## src/tpdc_pkg.sv

```systemverilog
// Shared types and constants for the three-point distance calibration block.
package tpdc_pkg;

  localparam int RAW_W  = 16;
  localparam int OUT_W  = 14;
  localparam int ADDR_W = 5;
  localparam int DATA_W = 32;

  typedef enum logic [2:0] {
    REG_RAW_NEAR    = 3'd0,
    REG_RAW_MID     = 3'd1,
    REG_RAW_FAR     = 3'd2,
    REG_TABLE_VALID = 3'd3,
    REG_BODY_REF    = 3'd4,
    REG_MIN_GAP_NM  = 3'd5,
    REG_MIN_GAP_MF  = 3'd6
  } reg_idx_t;

  // Calibration view handed from the register file to the datapath.
  typedef struct packed {
    logic [RAW_W-1:0] raw_near;
    logic [RAW_W-1:0] raw_mid;
    logic [RAW_W-1:0] span_nm;
    logic [RAW_W-1:0] span_mf;
    logic             body_ref;
    logic             usable;
  } cal_t;

endpackage

```

## src/three_point_distance_calibration.sv

```systemverilog
// Top level of the three-point piecewise-linear distance calibration.
//
//   Channel   Direction  Handshake            Payload
//   in        sink       in_valid/in_stall    raw_mm
//   out       source     out_valid/out_stall  corrected_mm, ok
//   apb       slave      psel/penable/pready  paddr, pwdata, prdata
//
// One sample enters per cycle while in_stall is low, and each gives one result;
// it passes the front stages, the bit-per-stage divider, the back end and out.
// rst is synchronous; it clears all valid bits and loads the register defaults.
// A stall on out parks one result in a skid register; in_stall then rises
// and the whole pipeline holds until the skid entry has gone out.
module three_point_distance_calibration #(
  parameter int TARGET_NEAR = 100,
  parameter int TARGET_MID  = 300,
  parameter int TARGET_FAR  = 500,
  parameter int BODY_OFFSET = 75,
  parameter int DISPLAY_MAX = 9999
) (
  input  logic                         clk,
  input  logic                         rst,
  input  logic                         in_valid,
  output logic                         in_stall,
  input  logic [tpdc_pkg::RAW_W-1:0]   raw_mm,
  output logic                         out_valid,
  input  logic                         out_stall,
  output logic [tpdc_pkg::OUT_W-1:0]   corrected_mm,
  output logic                         ok,
  input  logic                         psel,
  input  logic                         penable,
  input  logic                         pwrite,
  input  logic [tpdc_pkg::ADDR_W-1:0]  paddr,
  input  logic [tpdc_pkg::DATA_W-1:0]  pwdata,
  output logic [tpdc_pkg::DATA_W-1:0]  prdata,
  output logic                         pready
);
  import tpdc_pkg::*;

  localparam int DT_NM_ABS = (TARGET_MID >= TARGET_NEAR) ?
                             (TARGET_MID - TARGET_NEAR) : (TARGET_NEAR - TARGET_MID);
  localparam int DT_MF_ABS = (TARGET_FAR >= TARGET_MID) ?
                             (TARGET_FAR - TARGET_MID) : (TARGET_MID - TARGET_FAR);
  localparam int DT_MAX    = (DT_NM_ABS > DT_MF_ABS) ? DT_NM_ABS : DT_MF_ABS;
  localparam int DT_W      = (DT_MAX < 2) ? 1 : $clog2(DT_MAX + 1);
  localparam int MAG_W     = RAW_W + DT_W;

  cal_t              cal;
  logic              en;
  logic              c_vld, c_neg, c_sel;
  logic [MAG_W-1:0]  c_mag;
  logic              q_vld, q_neg, q_sel;
  logic [MAG_W-1:0]  quo;
  logic              r_vld, r_ok;
  logic [OUT_W-1:0]  r_corr;

  logic              skid_valid;
  logic [OUT_W-1:0]  skid_corr;
  logic              skid_ok;
  logic              load_pipe, load_skid_out, load_skid;

  assign en       = !skid_valid;
  assign in_stall = skid_valid;

  tpdc_cfg u_cfg (
    .clk     (clk),
    .rst     (rst),
    .psel    (psel),
    .penable (penable),
    .pwrite  (pwrite),
    .paddr   (paddr),
    .pwdata  (pwdata),
    .prdata  (prdata),
    .pready  (pready),
    .cal     (cal)
  );

  tpdc_front #(
    .TARGET_NEAR (TARGET_NEAR),
    .TARGET_MID  (TARGET_MID),
    .TARGET_FAR  (TARGET_FAR),
    .DT_W        (DT_W),
    .MAG_W       (MAG_W)
  ) u_front (
    .clk    (clk),
    .rst    (rst),
    .en     (en),
    .in_vld (in_valid),
    .raw    (raw_mm),
    .cal    (cal),
    .c_vld  (c_vld),
    .c_neg  (c_neg),
    .c_sel  (c_sel),
    .c_mag  (c_mag)
  );

  tpdc_div #(
    .W (MAG_W)
  ) u_div (
    .clk   (clk),
    .rst   (rst),
    .en    (en),
    .cal   (cal),
    .d_vld (c_vld),
    .d_neg (c_neg),
    .d_sel (c_sel),
    .d_mag (c_mag),
    .q_vld (q_vld),
    .q_neg (q_neg),
    .q_sel (q_sel),
    .quo   (quo)
  );

  tpdc_back #(
    .TARGET_NEAR (TARGET_NEAR),
    .TARGET_MID  (TARGET_MID),
    .BODY_OFFSET (BODY_OFFSET),
    .DISPLAY_MAX (DISPLAY_MAX),
    .MAG_W       (MAG_W)
  ) u_back (
    .clk    (clk),
    .rst    (rst),
    .en     (en),
    .cal    (cal),
    .q_vld  (q_vld),
    .q_neg  (q_neg),
    .q_sel  (q_sel),
    .quo    (quo),
    .r_vld  (r_vld),
    .r_corr (r_corr),
    .r_ok   (r_ok)
  );

  // The skid entry is only ever full while the output register is full.
  assign load_pipe     = en && (!out_valid || !out_stall);
  assign load_skid     = en && out_valid && out_stall && r_vld;
  assign load_skid_out = !en && !out_stall;

  always_ff @(posedge clk) begin
    if (rst) begin
      out_valid  <= 1'b0;
      skid_valid <= 1'b0;
    end else begin
      if (load_pipe) begin
        out_valid <= r_vld;
      end else if (load_skid_out) begin
        out_valid <= 1'b1;
      end
      if (load_skid) begin
        skid_valid <= 1'b1;
      end else if (load_skid_out) begin
        skid_valid <= 1'b0;
      end
    end
  end

  always_ff @(posedge clk) begin
    if (load_pipe) begin
      corrected_mm <= r_corr;
      ok           <= r_ok;
    end else if (load_skid_out) begin
      corrected_mm <= skid_corr;
      ok           <= skid_ok;
    end
    if (load_skid) begin
      skid_corr <= r_corr;
      skid_ok   <= r_ok;
    end
  end

`ifndef SYNTH
  a_skid_needs_out: assert property (@(posedge clk) disable iff (rst)
    skid_valid |-> out_valid)
    else $error("skid entry held while output register is empty");

  a_not_ok_zero: assert property (@(posedge clk) disable iff (rst)
    (out_valid && !ok) |-> (corrected_mm == '0))
    else $error("result without calibration is not zero");

  a_range: assert property (@(posedge clk) disable iff (rst)
    out_valid |-> ((DISPLAY_MAX > 16383) || (int'(corrected_mm) <= DISPLAY_MAX)))
    else $error("result above display maximum");

  a_skid_freeze: assert property (@(posedge clk) disable iff (rst)
    (skid_valid && out_stall) |=> skid_valid)
    else $error("skid entry dropped while output stalled");
`endif

endmodule

```

## src/tpdc_cfg.sv

```systemverilog
// APB register file and table checks for the distance calibration.
module tpdc_cfg (
  input  logic                         clk,
  input  logic                         rst,
  input  logic                         psel,
  input  logic                         penable,
  input  logic                         pwrite,
  input  logic [tpdc_pkg::ADDR_W-1:0]  paddr,
  input  logic [tpdc_pkg::DATA_W-1:0]  pwdata,
  output logic [tpdc_pkg::DATA_W-1:0]  prdata,
  output logic                         pready,
  output tpdc_pkg::cal_t               cal
);
  import tpdc_pkg::*;

  logic [RAW_W-1:0] raw_at_near;
  logic [RAW_W-1:0] raw_at_mid;
  logic [RAW_W-1:0] raw_at_far;
  logic             table_valid;
  logic             body_reference;
  logic [RAW_W-1:0] min_gap_near_mid;
  logic [RAW_W-1:0] min_gap_mid_far;

  reg_idx_t idx;
  logic     wr;
  logic [RAW_W-1:0] span_nm;
  logic [RAW_W-1:0] span_mf;

  assign pready = 1'b1;
  assign idx    = reg_idx_t'(paddr[4:2]);
  assign wr     = psel && penable && pwrite && pready;

  always_ff @(posedge clk) begin
    if (rst) begin
      raw_at_near      <= RAW_W'(100);
      raw_at_mid       <= RAW_W'(300);
      raw_at_far       <= RAW_W'(500);
      table_valid      <= 1'b0;
      body_reference   <= 1'b0;
      min_gap_near_mid <= '0;
      min_gap_mid_far  <= '0;
    end else if (wr) begin
      case (idx)
        REG_RAW_NEAR:    raw_at_near      <= pwdata[RAW_W-1:0];
        REG_RAW_MID:     raw_at_mid       <= pwdata[RAW_W-1:0];
        REG_RAW_FAR:     raw_at_far       <= pwdata[RAW_W-1:0];
        REG_TABLE_VALID: table_valid      <= pwdata[0];
        REG_BODY_REF:    body_reference   <= pwdata[0];
        REG_MIN_GAP_NM:  min_gap_near_mid <= pwdata[RAW_W-1:0];
        REG_MIN_GAP_MF:  min_gap_mid_far  <= pwdata[RAW_W-1:0];
        default: ;
      endcase
    end
  end

  always_comb begin
    case (idx)
      REG_RAW_NEAR:    prdata = DATA_W'(raw_at_near);
      REG_RAW_MID:     prdata = DATA_W'(raw_at_mid);
      REG_RAW_FAR:     prdata = DATA_W'(raw_at_far);
      REG_TABLE_VALID: prdata = DATA_W'(table_valid);
      REG_BODY_REF:    prdata = DATA_W'(body_reference);
      REG_MIN_GAP_NM:  prdata = DATA_W'(min_gap_near_mid);
      REG_MIN_GAP_MF:  prdata = DATA_W'(min_gap_mid_far);
      default:         prdata = '0;
    endcase
  end

  // The spans wrap when the points are out of order; usable is low then.
  assign span_nm = raw_at_mid - raw_at_near;
  assign span_mf = raw_at_far - raw_at_mid;

  always_comb begin
    cal.raw_near = raw_at_near;
    cal.raw_mid  = raw_at_mid;
    cal.span_nm  = span_nm;
    cal.span_mf  = span_mf;
    cal.body_ref = body_reference;
    cal.usable   = table_valid
                && (raw_at_near < raw_at_mid) && (raw_at_mid < raw_at_far)
                && (span_nm >= min_gap_near_mid) && (span_mf >= min_gap_mid_far);
  end

endmodule

```

## src/tpdc_front.sv

```systemverilog
// Front pipeline: segment select, offset, multiply and rounding bias.
module tpdc_front #(
  parameter int TARGET_NEAR = 100,
  parameter int TARGET_MID  = 300,
  parameter int TARGET_FAR  = 500,
  parameter int DT_W        = 8,
  parameter int MAG_W       = 24
) (
  input  logic                        clk,
  input  logic                        rst,
  input  logic                        en,
  input  logic                        in_vld,
  input  logic [tpdc_pkg::RAW_W-1:0]  raw,
  input  tpdc_pkg::cal_t              cal,
  output logic                        c_vld,
  output logic                        c_neg,
  output logic                        c_sel,
  output logic [MAG_W-1:0]            c_mag
);
  import tpdc_pkg::*;

  localparam int PROD_W = RAW_W + DT_W + 2;
  localparam logic signed [DT_W:0] DT_NM = (DT_W+1)'(TARGET_MID - TARGET_NEAR);
  localparam logic signed [DT_W:0] DT_MF = (DT_W+1)'(TARGET_FAR - TARGET_MID);

  logic                     a_vld, a_sel;
  logic signed [RAW_W:0]    a_diff;
  logic                     b_vld, b_sel;
  logic signed [PROD_W-1:0] b_prod;

  logic                     sel_next;
  logic [RAW_W-1:0]         base;
  logic signed [RAW_W:0]    diff_next;
  logic signed [DT_W:0]     dt;
  logic [PROD_W-1:0]        prod_abs;
  logic [RAW_W-1:0]         span;

  // sel high picks the near/mid segment.
  assign sel_next  = raw <= cal.raw_mid;
  assign base      = sel_next ? cal.raw_near : cal.raw_mid;
  assign diff_next = signed'({1'b0, raw}) - signed'({1'b0, base});
  assign dt        = a_sel ? DT_NM : DT_MF;
  assign prod_abs  = b_prod[PROD_W-1] ? PROD_W'(-b_prod) : PROD_W'(b_prod);
  assign span      = b_sel ? cal.span_nm : cal.span_mf;

  always_ff @(posedge clk) begin
    if (rst) begin
      a_vld <= 1'b0;
      b_vld <= 1'b0;
      c_vld <= 1'b0;
    end else if (en) begin
      a_vld <= in_vld;
      b_vld <= a_vld;
      c_vld <= b_vld;
    end
  end

  always_ff @(posedge clk) begin
    if (en) begin
      a_sel  <= sel_next;
      a_diff <= diff_next;
      b_sel  <= a_sel;
      b_prod <= a_diff * dt;
      c_sel  <= b_sel;
      c_neg  <= b_prod[PROD_W-1];
      // Magnitude plus half the span; the sign goes back on after division.
      c_mag  <= prod_abs[MAG_W-1:0] + MAG_W'(span[RAW_W-1:1]);
    end
  end

endmodule

```

## src/tpdc_div.sv

```systemverilog
// Pipelined restoring divider, one quotient bit per stage.
module tpdc_div #(
  parameter int W = 24
) (
  input  logic                        clk,
  input  logic                        rst,
  input  logic                        en,
  input  tpdc_pkg::cal_t              cal,
  input  logic                        d_vld,
  input  logic                        d_neg,
  input  logic                        d_sel,
  input  logic [W-1:0]                d_mag,
  output logic                        q_vld,
  output logic                        q_neg,
  output logic                        q_sel,
  output logic [W-1:0]                quo
);
  import tpdc_pkg::*;

  logic             vld [W+1];
  logic             neg [W+1];
  logic             sel [W+1];
  logic [RAW_W-1:0] rem [W+1];
  logic [W-1:0]     dq  [W+1];

  assign vld[0] = d_vld;
  assign neg[0] = d_neg;
  assign sel[0] = d_sel;
  assign rem[0] = '0;
  assign dq[0]  = d_mag;

  for (genvar k = 0; k < W; k++) begin : g_stage
    logic [RAW_W:0]   trial;
    logic [RAW_W:0]   dvs;
    logic             ge;
    logic [RAW_W:0]   diff;

    // The user must keep configuration static while items are in flight; the block
    // itself does not enforce it. The span is picked again from the segment bit at every stage.
    assign dvs   = {1'b0, (sel[k] ? cal.span_nm : cal.span_mf)};
    assign trial = {rem[k], dq[k][W-1]};
    assign ge    = trial >= dvs;
    assign diff  = trial - dvs;

    always_ff @(posedge clk) begin
      if (rst) begin
        vld[k+1] <= 1'b0;
      end else if (en) begin
        vld[k+1] <= vld[k];
      end
    end

    always_ff @(posedge clk) begin
      if (en) begin
        neg[k+1] <= neg[k];
        sel[k+1] <= sel[k];
        rem[k+1] <= ge ? diff[RAW_W-1:0] : trial[RAW_W-1:0];
        dq[k+1]  <= {dq[k][W-2:0], ge};
      end
    end
  end

  assign q_vld = vld[W];
  assign q_neg = neg[W];
  assign q_sel = sel[W];
  assign quo   = dq[W];

endmodule

```

## src/tpdc_back.sv

```systemverilog
// Back end: sign and base restore, clamp, body offset, final clamp and zero output when the table is unusable.
module tpdc_back #(
  parameter int TARGET_NEAR = 100,
  parameter int TARGET_MID  = 300,
  parameter int BODY_OFFSET = 75,
  parameter int DISPLAY_MAX = 9999,
  parameter int MAG_W       = 24
) (
  input  logic                        clk,
  input  logic                        rst,
  input  logic                        en,
  input  tpdc_pkg::cal_t              cal,
  input  logic                        q_vld,
  input  logic                        q_neg,
  input  logic                        q_sel,
  input  logic [MAG_W-1:0]            quo,
  output logic                        r_vld,
  output logic [tpdc_pkg::OUT_W-1:0]  r_corr,
  output logic                        r_ok
);
  import tpdc_pkg::*;

  localparam int VW     = MAG_W + 2;
  localparam int DISP_W = $clog2(DISPLAY_MAX + 1);
  localparam int SUM_W  = $clog2(DISPLAY_MAX + BODY_OFFSET + 1);

  logic signed [VW-1:0] q_ext;
  logic signed [VW-1:0] ta;
  logic signed [VW-1:0] v;
  logic [DISP_W-1:0]    clamp1_next;
  logic [DISP_W-1:0]    clamp1;
  logic [SUM_W-1:0]     sum;
  logic [DISP_W-1:0]    clamp2;

  assign q_ext = signed'({2'b00, quo});
  assign ta    = q_sel ? VW'(TARGET_NEAR) : VW'(TARGET_MID);
  assign v     = q_neg ? (ta - q_ext) : (ta + q_ext);

  always_comb begin
    if (v[VW-1]) begin
      clamp1_next = '0;
    end else if (v > VW'(DISPLAY_MAX)) begin
      clamp1_next = DISP_W'(DISPLAY_MAX);
    end else begin
      clamp1_next = v[DISP_W-1:0];
    end
  end

  always_ff @(posedge clk) begin
    if (rst) begin
      r_vld <= 1'b0;
    end else if (en) begin
      r_vld <= q_vld;
    end
  end

  always_ff @(posedge clk) begin
    if (en) begin
      clamp1 <= clamp1_next;
    end
  end

  assign sum    = SUM_W'(clamp1) + (cal.body_ref ? SUM_W'(BODY_OFFSET) : SUM_W'(0));
  assign clamp2 = (sum > SUM_W'(DISPLAY_MAX)) ? DISP_W'(DISPLAY_MAX) : sum[DISP_W-1:0];
  assign r_ok   = cal.usable;
  assign r_corr = cal.usable ? OUT_W'(clamp2) : '0;

endmodule

```

## config.mk

```make
export PLATFORM = sky130hd
export DESIGN_NAME = three_point_distance_calibration
export DESIGN_NICKNAME = d
export VERILOG_FILES = /design/src/tpdc_pkg.sv /design/src/three_point_distance_calibration.sv /design/src/tpdc_cfg.sv /design/src/tpdc_front.sv /design/src/tpdc_div.sv /design/src/tpdc_back.sv
export SDC_FILE = /design/constraint.sdc
export NUM_CORES = 2
export LEC_CHECK = 0
export BUFFER_PORTS_ARGS = -buffer_cell sky130_fd_sc_hd__buf_2
export CORE_MARGIN = 1.5
export CORE_UTILIZATION = 50
export DETAILED_ROUTE_END_ITERATION = 10
export HOLD_SLACK_MARGIN = 0.1
export PLACE_DENSITY = 0.74
export SLEW_MARGIN = 25
export SYNTH_ARGS = -nofsm -noshare
export SYNTH_HDL_FRONTEND = slang
export SYNTH_SLANG_ARGS = --single-unit
```

## constraint.sdc

```tcl
create_clock -name clk -period 84.8 [get_ports clk]
set_clock_uncertainty 0.2 [all_clocks]
set_input_delay 8.48 -clock clk [delete_from_list [all_inputs] [get_ports clk]]
set_output_delay 8.48 -clock clk [all_outputs]
set_load 0.02 [all_outputs]
```

==> results.json <==
{
  "fin_crit_sh": 0.227,
  "min_path_cells": 0,
  "die_h_um": 376,
  "timing.max_slew.rel_slack": 0.281,
  "cts_buffers": 132,
  "post_cts_resize_count": 0,
  "grt_max_degree": 125,
  "cts_tree": "built",
  "status": "complete, no violations",
  "max_freq_ghz": 0.0519,
  "final_core_util": 0.556,
  "postSynthAreaPerCell_sq_um": 11.0,
  "hold_path_class": "flip-flop to flip-flop",
  "postCtsHoldBufs": 0,
  "rr_endpoint": "u_div.g_stage[3].trial[9]",
  "drt_iter0_drc": 4524,
  "cts_setup_buffers": 0,
  "period_needed_ns": 19.25,
  "synth.area.top_cells": "edfxtp_1 (48%), ha_1 (9.8%), a21oi_1 (5.1%)",
  "synthMuxAreaShare": 0.0582,
  "first_global_vias": 46700,
  "crit_arrival_ns": 10.57,
  "worstSetupPathType": "input pin to primary output",
  "setup_viol": 0,
  "rsz0062_at_grt": "false",
  "synth.most_common_cell": "edfxtp_1",
  "reg2reg_from": "u_cfg.raw_at_mid[1]",
  "max_cap_violations": 0,
  "drive_gt1_frac": 0.103,
  "grt_antenna_before_repair": 3,
  "grt_first_pass_wirelength_um": 264000,
  "critPathRequiredTime_ns": 76.12,
  "tightest_slew_ns": 1.08,
  "wl_per_cell_um": 21.0,
  "whs_ns": 0.203,
  "reg2regPathDepth": 19,
  "p_per_area_nw_per_um2": 36.3,
  "synth_area_sq_um": 69500,
  "cp-end-kind": "primary output",
  "clock_latency_ns": 0.77,
  "synth_top_family_by_area": "compound AO/OA/AOI/OAI gates",
  "finalMaxSlewViolations": 0,
  "ioPinCount": 110,
  "drc": 0,
  "cts.clk_slew.worst_paths_ns": 0.06,
  "antenna_left": 0,
  "netlist_instances": 6305,
  "ys.flop_type": "edfxtp_1",
  "drtPass1Iterations": 6,
  "via_count": 49200,
  "area_growth_syn_to_layout_pct": 10.2,
  "multi_input_area_sq_um": 32300,
  "synth_fa_ha_area_frac": 0.110,
  "yosys_warnings": 0,
  "seq_area_sq_um": 35400,
  "wl_um": 173000,
  "ys_seq_elements": 1215,
  "synth_edf_count": 1103,
  "power_mw": 2.78,
  "synth_top_area_share": 0.476,
  "hold_start": "u_div.dq[283]",
  "cp_max_fo": 26,
  "h-tree-depth": 4,
  "r2r_slack_ns": 77.96,
  "tns_ns": 0,
  "fillers": 11200,
  "hold_end": "u_div.dq[260]",
  "grt_util_met2": 0.382,
  "synth.distinct_cells": 79,
  "cts_buffer_depth": 3,
  "cts.sinks": 1215,
  "use_met3": 0.0416,
  "leakage_nw": 30.3,
  "fp.dieW_um": 376,
  "placedCellCount": 7986,
  "grt_overflow_total": 0,
  "seq_area_frac_synth": 0.509,
  "hold_viol_final": 0,
  "grtUsageMet1": 0.315,
  "async_flop_share": 0,
  "vias_per_cell": 5.97,
  "die_area_sq_um": 141000,
  "synth_compound_area_frac": 0.131,
  "crit_path_start_kind": "input pin",
  "synthSimpleGateAreaFrac": 0.108,
  "instances_no_fill": 8233,
  "grtUsageTotal": 0.240,
  "yosys.area.top_type": "edfxtp_1",
  "ys_top_cells_by_count": "edfxtp_1 (1103), a21oi_1 (714), nor2_1 (676), ha_1 (543), nand2_1 (334)",
  "rows": 136,
  "clockRootBuffer": "clkbuf_16",
  "peakVddDrop_v": 0.0000269,
  "diodes": 0,
  "final_nets": 6976,
  "initial_core_util": 0.505,
  "grt-busiest-layer": "met2",
  "port_buffers": 74,
  "synth_xor_area_frac": 0.0514,
  "core_area_sq_um": 138000,
  "dp_hpwl_um": 113000,
  "gp_congestion": 0.937
}
-- metal layers --
layer / wire, um / part of all wire
met1: 72000 / 0.42
met2: 78700 / 0.45
met3: 12700 / 0.073
met4: 9520 / 0.055
met5: 13 / 0.000075
-- power breakdown --
part / leakage [nW] / switching (mW) / internal [mW]
sequential: 12.7 / 0.109 / 0.938
clock: 2.21 / 0.247 / 0.350
combinational: 15.4 / 0.615 / 0.522
-- worst max path at each step --
stage | startpoint | end | slack [ns] | cells past startpoint
4_1_cts | paddr[3] | prdata[11] | 65.67 | 5
5_1_grt | paddr[3] | prdata[11] | 65.56 | 5
6_report | paddr[3] | prdata[11] | 65.55 | 5
3_5_place_dp | paddr[3] | prdata[11] | 65.67 | 5
3_3_place_gp | paddr[3] | prdata[11] | 65.35 | 5
2_1_floorplan | in_stall | corrected_mm[11] | 56.54 | 4
-- flip-flops by register name, indices dropped and copies added, names as in the netlist, 14 cells and up --
name,flops
u_cfg.raw_at_far,16
u_front.c_mag,24
u_div.sel,23
u_div.neg,23
corrected_mm,14
u_cfg.min_gap_mid_far,16
u_front.b_prod,22
u_div.quo,24
u_div.vld,23
u_back.clamp1,14
u_div.dq,552
u_cfg.raw_at_near,16
u_cfg.raw_at_mid,16
skid_corr,14
u_front.a_diff,17
u_div.g_stage.trial,368
u_cfg.min_gap_near_mid,16
-- cell families (layout without fill, tap and decap cells) --
logic type      count (synthesis)  count (layout)
simple gates                 1623            1623
compound gates               1504            1504
flops                        1215            1215
buf+inv                       589             708
fa+ha+maj                     587             587
xor+xnor                      406             406
mux                           379             379
other cells                     2              17
-- stage by stage --
step,cell area (sq um),setup slack [ns]
floorplan,69600,56.54
global placement,72000,65.35
detailed placement,72000,65.67
CTS,76500,65.67
global route,76600,65.56
finish,76600,65.55
-- area by class of cell --
type	count	share of cell area
inverters	311	0.0153
repair buffers	153	0.0133
multi-input cells	4516	0.421
clock buffers	156	0.0454
well taps	1794	0.0293
flip-flops and latches	1215	0.462
clock inverters	88	0.0136
-- cell usage in the layout, fill, tap and decap left out, types with 19 or more instances in the layout --
cell type	instances
edfxtp_1	1103
a21oi_1	714
nor2_1	676
ha_1	543
nand2_1	334
inv_1	309
xnor2_1	272
o21ai_0	207
mux2_2	202
a21o_1	178
mux2i_1	177
clkbuf_16	135
nor3_1	120
dfxtp_1	111
xor2_1	106
nand4_1	93
nand3_1	86
buf_4	76
buf_2	73
nand2b_1	56
o21a_1	52
or3_1	51
nor2b_1	49
fa_1	44
or2_2	39
a31oi_1	38
a211oi_1	34
o31ai_1	34
o21bai_1	33
o22ai_1	32
clkinv_2	29
and3_1	24
o211ai_1	23
clkinv_1	19
clkbuf_1	19
-- worst max-delay path, stage by stage --
cell	delay, ns
buf_2	0.53
nor2b_2	0.76
a22oi_1	0.24
a21oi_1	0.33
buf_2	0.22
Power figures use the tool's default switching activity.
